## config.mk

```make
export PLATFORM = sky130hd
export DESIGN_NAME = gregorian_date_add_days_core_flat
export DESIGN_NICKNAME = d
export VERILOG_FILES = /design/src/rtl/gda_pkg.sv /design/src/rtl/gda_in_if.sv /design/src/rtl/gda_out_if.sv /design/src/rtl/gregorian_date_add_days_core.sv /design/src/flat_wrapper.sv
export SDC_FILE = /design/constraint.sdc
export NUM_CORES = 1
export LEC_CHECK = 0
export BUFFER_PORTS_ARGS = -buffer_cell sky130_fd_sc_hd__buf_2
export CAP_MARGIN = 40
export CELL_PAD_IN_SITES_DETAIL_PLACEMENT = 1
export CELL_PAD_IN_SITES_GLOBAL_PLACEMENT = 2
export CORE_MARGIN = 2
export CORE_UTILIZATION = 36
export DETAILED_ROUTE_END_ITERATION = 7
export GPL_ROUTABILITY_DRIVEN = 0
export GPL_TIMING_DRIVEN = 1
export PLACE_DENSITY = 0.83
export SLEW_MARGIN = 10
export SYNTH_ARGS = -nofsm -noshare
export SYNTH_HDL_FRONTEND = slang
export SYNTH_SLANG_ARGS = --single-unit
```

## constraint.sdc

```tcl
create_clock -name clk -period 4.5 [get_ports clk]
set_input_delay 0.9 -clock clk [delete_from_list [all_inputs] [get_ports clk]]
set_output_delay 0.9 -clock clk [all_outputs]
set_load 0.03 [all_outputs]
```

## src/rtl/gda_pkg.sv

```systemverilog
package gda_pkg;

	localparam int unsigned YearW  = 14;
	localparam int unsigned MonthW = 4;
	localparam int unsigned DayW   = 5;
	localparam int unsigned CountW = 16;
	localparam int unsigned TotalW = CountW + 1;
	localparam int unsigned CentW  = 7;
	localparam int unsigned RemW   = 7;

	localparam logic [YearW-1:0]  MaxYear   = YearW'(9999);
	localparam logic [YearW-1:0]  MinYear   = YearW'(1);
	localparam logic [MonthW-1:0] January   = MonthW'(1);
	localparam logic [MonthW-1:0] February  = MonthW'(2);
	localparam logic [MonthW-1:0] December  = MonthW'(12);
	localparam logic [DayW-1:0]   LastDay   = DayW'(31);
	localparam logic [RemW-1:0]   LastInCent = RemW'(99);

	// floor(y / 100) ~= (y * RecipHundred) >> RecipShift, off by at most one below
	localparam int unsigned RecipShift   = 19;
	localparam int unsigned ProdW        = YearW + RecipShift - 5;
	localparam logic [12:0] RecipHundred = 13'd5243;

	typedef struct packed {
		logic [YearW-1:0]  start_year;
		logic [MonthW-1:0] start_month;
		logic [DayW-1:0]   start_day;
		logic [CountW-1:0] days_ahead;
	} in_word_t;

	typedef struct packed {
		logic [YearW-1:0]  end_year;
		logic [MonthW-1:0] end_month;
		logic [DayW-1:0]   end_day;
		logic              year_overflow;
	} out_word_t;

	function automatic logic [DayW-1:0] month_days(input logic [MonthW-1:0] m,
		input logic leap);
		logic [DayW-1:0] len;
		unique case (m)
			February:               len = leap ? DayW'(29) : DayW'(28);
			4'd4, 4'd6, 4'd9, 4'd11: len = DayW'(30);
			default:                len = DayW'(31);
		endcase
		return len;
	endfunction

endpackage

```

## src/rtl/gda_in_if.sv

```systemverilog
interface gda_in_if;
	logic               valid;
	logic               ready;
	gda_pkg::in_word_t  data;

	modport source (output valid, output data, input ready);
	modport sink   (input valid, input data, output ready);
endinterface

```

## src/rtl/gda_out_if.sv

```systemverilog
interface gda_out_if;
	logic               valid;
	logic               ready;
	gda_pkg::out_word_t data;

	modport source (output valid, output data, input ready);
	modport sink   (input valid, input data, output ready);
endinterface

```

## src/rtl/gregorian_date_add_days_core.sv

```systemverilog
// channel   dir   word         handshake
// req       in    in_word_t    valid/ready
// rsp       out   out_word_t   valid/ready
//
// An item passes through setup (load, year/100 by reciprocal, remainder fix), then
// walks one month per step and posts the result; the month walk through the shared
// subtract/compare unit sets how long an item takes.
// arst_n clears the sequencer and the result valid flag.
// A new item is taken whenever the sequencer is idle, even while a result waits;
// the finished result holds in its state until the result register is free.
module gregorian_date_add_days_core (
	input  logic      clk,
	input  logic      arst_n,
	gda_in_if.sink    req,
	gda_out_if.source rsp
);

	typedef enum logic [1:0] {
		S_IDLE,
		S_DIV,
		S_FIX,
		S_WALK
	} state_t;

	state_t                           state_q;
	logic [gda_pkg::YearW-1:0]        year_q;
	logic [gda_pkg::MonthW-1:0]       month_q;
	logic [gda_pkg::TotalW-1:0]       total_q;
	logic [gda_pkg::CentW-1:0]        cent_q;
	logic [gda_pkg::RemW-1:0]         rem_q;
	logic                             rsp_valid_q;
	gda_pkg::out_word_t               rsp_data_q;

	logic [gda_pkg::ProdW-1:0]        prod;
	logic [gda_pkg::YearW-1:0]        rem_raw;
	logic                             leap;
	logic [gda_pkg::DayW-1:0]         mlen;
	logic                             more;
	logic                             slot_free;
	logic                             walk_end;
	logic [gda_pkg::TotalW-1:0]       start_total;

	assign req.ready   = (state_q == S_IDLE);
	assign rsp.valid   = rsp_valid_q;
	assign rsp.data    = rsp_data_q;
	assign slot_free   = !rsp_valid_q || rsp.ready;

	assign prod        = gda_pkg::ProdW'(year_q) * gda_pkg::ProdW'(gda_pkg::RecipHundred);
	assign rem_raw     = year_q - gda_pkg::YearW'(cent_q) * gda_pkg::YearW'(100);
	assign leap        = (rem_q != '0) ? (year_q[1:0] == 2'b00) : (cent_q[1:0] == 2'b00);
	assign mlen        = gda_pkg::month_days(month_q, leap);
	assign more        = total_q > gda_pkg::TotalW'(mlen);
	assign walk_end    = (state_q == S_WALK) && slot_free && (!more
		|| ((month_q == gda_pkg::December) && (year_q == gda_pkg::MaxYear)));
	assign start_total = ((req.data.start_day == '0) ? gda_pkg::TotalW'(1)
		: gda_pkg::TotalW'(req.data.start_day)) + gda_pkg::TotalW'(req.data.days_ahead);

	always_ff @(posedge clk or negedge arst_n) begin
		if (!arst_n) begin
			state_q     <= S_IDLE;
			rsp_valid_q <= 1'b0;
		end else begin
			if (walk_end)
				rsp_valid_q <= 1'b1;
			else if (rsp.ready)
				rsp_valid_q <= 1'b0;
			unique case (state_q)
				S_IDLE: begin
					if (req.valid) begin
						priority if (req.data.start_year == '0)
							year_q <= gda_pkg::MinYear;
						else if (req.data.start_year > gda_pkg::MaxYear)
							year_q <= gda_pkg::MaxYear;
						else
							year_q <= req.data.start_year;
						priority if (req.data.start_month == '0)
							month_q <= gda_pkg::January;
						else if (req.data.start_month > gda_pkg::December)
							month_q <= gda_pkg::December;
						else
							month_q <= req.data.start_month;
						total_q <= start_total;
						state_q <= S_DIV;
					end
				end
				S_DIV: begin
					cent_q  <= prod[gda_pkg::RecipShift +: gda_pkg::CentW];
					state_q <= S_FIX;
				end
				S_FIX: begin
					if (rem_raw >= gda_pkg::YearW'(100)) begin
						rem_q  <= gda_pkg::RemW'(rem_raw - gda_pkg::YearW'(100));
						cent_q <= cent_q + gda_pkg::CentW'(1);
					end else begin
						rem_q <= gda_pkg::RemW'(rem_raw);
					end
					state_q <= S_WALK;
				end
				S_WALK: begin
					if (more) begin
						if (month_q == gda_pkg::December) begin
							if (year_q == gda_pkg::MaxYear) begin
								if (slot_free) begin
									rsp_data_q.end_year      <= gda_pkg::MaxYear;
									rsp_data_q.end_month     <= gda_pkg::December;
									rsp_data_q.end_day       <= gda_pkg::LastDay;
									rsp_data_q.year_overflow <= 1'b1;
									state_q                  <= S_IDLE;
								end
							end else begin
								total_q <= total_q - gda_pkg::TotalW'(mlen);
								month_q <= gda_pkg::January;
								year_q  <= year_q + gda_pkg::YearW'(1);
								if (rem_q == gda_pkg::LastInCent) begin
									rem_q  <= '0;
									cent_q <= cent_q + gda_pkg::CentW'(1);
								end else begin
									rem_q <= rem_q + gda_pkg::RemW'(1);
								end
							end
						end else begin
							total_q <= total_q - gda_pkg::TotalW'(mlen);
							month_q <= month_q + gda_pkg::MonthW'(1);
						end
					end else if (slot_free) begin
						rsp_data_q.end_year      <= year_q;
						rsp_data_q.end_month     <= month_q;
						rsp_data_q.end_day       <= gda_pkg::DayW'(total_q);
						rsp_data_q.year_overflow <= 1'b0;
						state_q                  <= S_IDLE;
					end
				end
				default: state_q <= S_IDLE;
			endcase
		end
	end

endmodule

```

## src/flat_wrapper.sv

```systemverilog
// flat-port wrapper written by rule: the top's interface ports become plain ports
module gregorian_date_add_days_core_flat 
  (clk, arst_n, req_valid, req_data, req_ready, rsp_valid, rsp_data, rsp_ready);
  gda_in_if req_i ();
  gda_out_if rsp_i ();
  input  logic clk;
  input  logic arst_n;
  input wire logic [$bits(req_i.valid)-1:0] req_valid;
  input wire logic [$bits(req_i.data)-1:0] req_data;
  output wire logic [$bits(req_i.ready)-1:0] req_ready;
  output wire logic [$bits(rsp_i.valid)-1:0] rsp_valid;
  output wire logic [$bits(rsp_i.data)-1:0] rsp_data;
  input wire logic [$bits(rsp_i.ready)-1:0] rsp_ready;
  assign req_i.valid = req_valid;
  assign req_i.data = req_data;
  assign req_ready = req_i.ready;
  assign rsp_valid = rsp_i.valid;
  assign rsp_data = rsp_i.data;
  assign rsp_i.ready = rsp_ready;
  gregorian_date_add_days_core u_core (.clk(clk), .arst_n(arst_n), .req(req_i), .rsp(rsp_i));
endmodule
```

==> out/qor.yml <==
clock_network:
  cts.sinks: 76
  path_clk_slew_ps: 70
  holdBufCountCts: 0
  cts_tree: "built"
  clk_path_buf_depth: 2
  cts_htree_levels: 3
  clk_latency_ps: 360
  cts_buffers: 9
  cts_root_buf: "clkbuf_16"
yosys:
  synth_top_family_by_area: "adder cells"
  yosysSeqAreaShare_pct: 24.8
  yosys_warnings: 0
  async_flop_share_pct: 3.95
  yosysTopAreaCell: "edfxtp_1"
  synth_top_area_share_pct: 24.0
  synthMuxAreaShare_pct: 0.794
  syn_area_um2: 9140
  synth-xor-area-share_pct: 6.83
  synth-seq-cells: 76
  netlist_instances: 932
  avgSynthCellArea_um2: 9.81
  synth-edff-count: 73
  yosysUniqueCellTypes: 72
  synth_adder_area_share_pct: 37.1
  syn_nets: 1206
  synth_simple_gate_area_share_pct: 12.3
  yosys_most_used_dff: "edfxtp_1"
  ys_top_cells_by_area: "edfxtp_1 (24%), ha_1 (22%), fa_1 (15%)"
  synth_compound_area_share_pct: 11.0
finish:
  syn_to_final_growth_pct: 28.6
  drive_gt1_share_pct: 26.7
  fin_nets: 1411
detailed_routing:
  drc: 0
  vias: 7571
  detail-route-antenna-nets: 0
  dr.pass1.iters: 5
  viasPerCell: 5.14
  drtIter0Drc: 344
  wl_per_cell_um: 18.7
  totalWireLength_um: 27500
timing:
  tightestPinTransition_ps: 801
  period_minus_slack_ps: 4880
  slew_violations: 0
  setup_ws_ps: -382
  fmax_mhz: 205
  skew_ps: 11.9
  setup_viol: 7
  min_period_over_period_pct: 108
  finalHoldViolCount: 0
  rsz0062_at_grt: "yes"
  max-slew-margin-rel_pct: 46.0
outcome:
  status: "complete, but fails checks"
  violations: "negative setup slack"
die:
  top_level_ports: 69
  dieArea_um2: 26700
  start_util_pct: 36.5
  die_height_um: 163
  die_x_um: 163
  coreArea_um2: 25000
  rows: 58
placed_design:
  portBuffers: 68
  preCtsSetupSlack_ps: -504
  dpl.hpwl_um: 21800
setup_path:
  worstPathBufferInverterCount: 4
  required_ps: 4590
  cp-end-kind: "flop"
  cp-start-kind: "flop"
  cpPeakStageDelay_ps: 570
  critPathSlowestCell: "fa_1"
  path_class: "reg -> reg"
  crit_top_cell: "fa_1"
  r2r_setup_slack_ps: -380
  crit_family: "adder cells"
  cp_max_fo: 5
  crit_chain: "buf_6 > fa_1 > ha_1 > inv_1 > fa_1 > inv_1 > fa_1 > fa_1 > ha_4 > a211o_1 > a22oi_2 > o21ai_4 > buf_12 > a2111oi_4 > o311a_1 > o31ai_1"
  crit_arrival_ps: 4980
grt:
  overflow: 0
  grt-busiest-layer: "met2"
  grt_pass1_wl_um: 44000
  grt_pass1_vias: 8161
  grt_max_degree: 47
  met1_usage_pct: 28.3
  grt_usage_pct: 21.4
  grtUsageMet2_pct: 36.7
  met3_usage_pct: 3.00
  antenna_found_initial: 1
hold_path:
  min_path_type: "in -> async"
run:
  cap_violations: 0
[path summary, 6_finish.rpt]
| path | from | endpoint | depth (start not counted) |
|---|---|---|---|
| max | u_core.year_q[8] | u_core.cent_q[4] | 16 |
| min | arst_n | u_core.state_q[1] | 1 |
| max reg2reg | u_core.year_q[8] | u_core.cent_q[4] | 16 |
| min reg2reg | u_core.state_q[0] | u_core.state_q[0] | 1 |
| max in group asynchronous | arst_n | u_core.rsp.valid | 1 |
| min in group clk | u_core.state_q[0] | u_core.state_q[0] | 1 |
[routing by layer]
layer,wire length [um],up-vias
li1,-,3628
met1,12300,3798
met2,13800,120
met3,906,25
met4,490,0
met5,0,-
[registers in the layout, indices dropped and copies added, names as in the netlist]
signal and cells:
u_core.rsp.data 24, u_core.rem_q 7, u_core.rsp.valid 1, u_core.year_q 14, u_core.month_q 4, u_core.cent_q 7
u_core.state_q 2, u_core.total_q 17
[layout make-up]
class | instances | area [um2]
fill | 2867 | 13300
multi-input combinational | 683 | 6710
sequential | 76 | 2270
timing repair buffer | 210 | 1500
inverter | 157 | 592
tap | 330 | 413
clock buffer | 9 | 225
clock inverter | 7 | 55.1
antenna | 2 | 5.00
[cells in the final DEF, fill, tap and decap left out, types with 12 or more instances in the layout]
master	netlist	final
ha_4	0	13
xor2_1	28	28
nand3_1	25	23
a21oi_1	26	23
buf_2	1	68
buf_6	0	15
nor3_1	21	17
nand2_1	68	67
xnor2_1	38	38
nor2_1	47	46
edfxtp_1	73	73
o21ai_0	42	37
inv_1	155	145
fa_1	67	64
a21o_1	12	12
buf_4	0	124
ha_1	164	145
[what timing repair did]
item,4_1_cts,5_1_grt
setup buffers,18,13
hold endpoints to repair,0,0
setup endpoints to repair,19,19
pin swaps,47,51
gates resized for setup,43,52
[cells by family (layout without fill, tap and decap cells)]
group	Yosys count	count (layout)
adders and majority gates	231	231
and+or+nand+nor	225	225
buffers and inverters	173	383
AOI/OAI and AO/OA	152	152
DFF	76	76
xor gates and xnor gates	68	68
muxes	7	7
other	0	2
[through the flow]
| stage | utilization (%) | cell area [um2] | TNS (ps) | hold slack, ps | cells |
|---|---|---|---|---|---|
| final | 47.0 | 11800 | -2340 | 357 | 1474 |
| after global routing | 47.0 | 11800 | -5000 | 367 | 1473 |
| after CTS | 45.5 | 11400 | -2210 | 359 | 1459 |
| after detailed placement | 42.9 | 10700 | -6270 | 543 | 1425 |
| after global placement | 42.8 | 10700 | -3460 | 519 | 1424 |
| after floorplan | - | 9190 | -665 | 488 | 932 |
[Yosys cell counts, drive strengths merged (4+ instances only)]
master	n
nand3	25
nand2	68
nor4	9
o21a	5
nand4	8
nor3	21
nand2b	10
fa	67
clkbuf	14
o22ai	8
and2	4
a21o	12
o31ai	5
a31oi	11
and3	9
nor2b	5
ha	164
mux2i	5
inv	156
xnor2	38
a211o	4
xor2	28
nor2	47
o21ai	44
a21oi	28
edfxtp	73
Power is left out: the tool's default activity adds up to more than one toggle a clock period on the data nets, which glitch-free logic cannot reach.
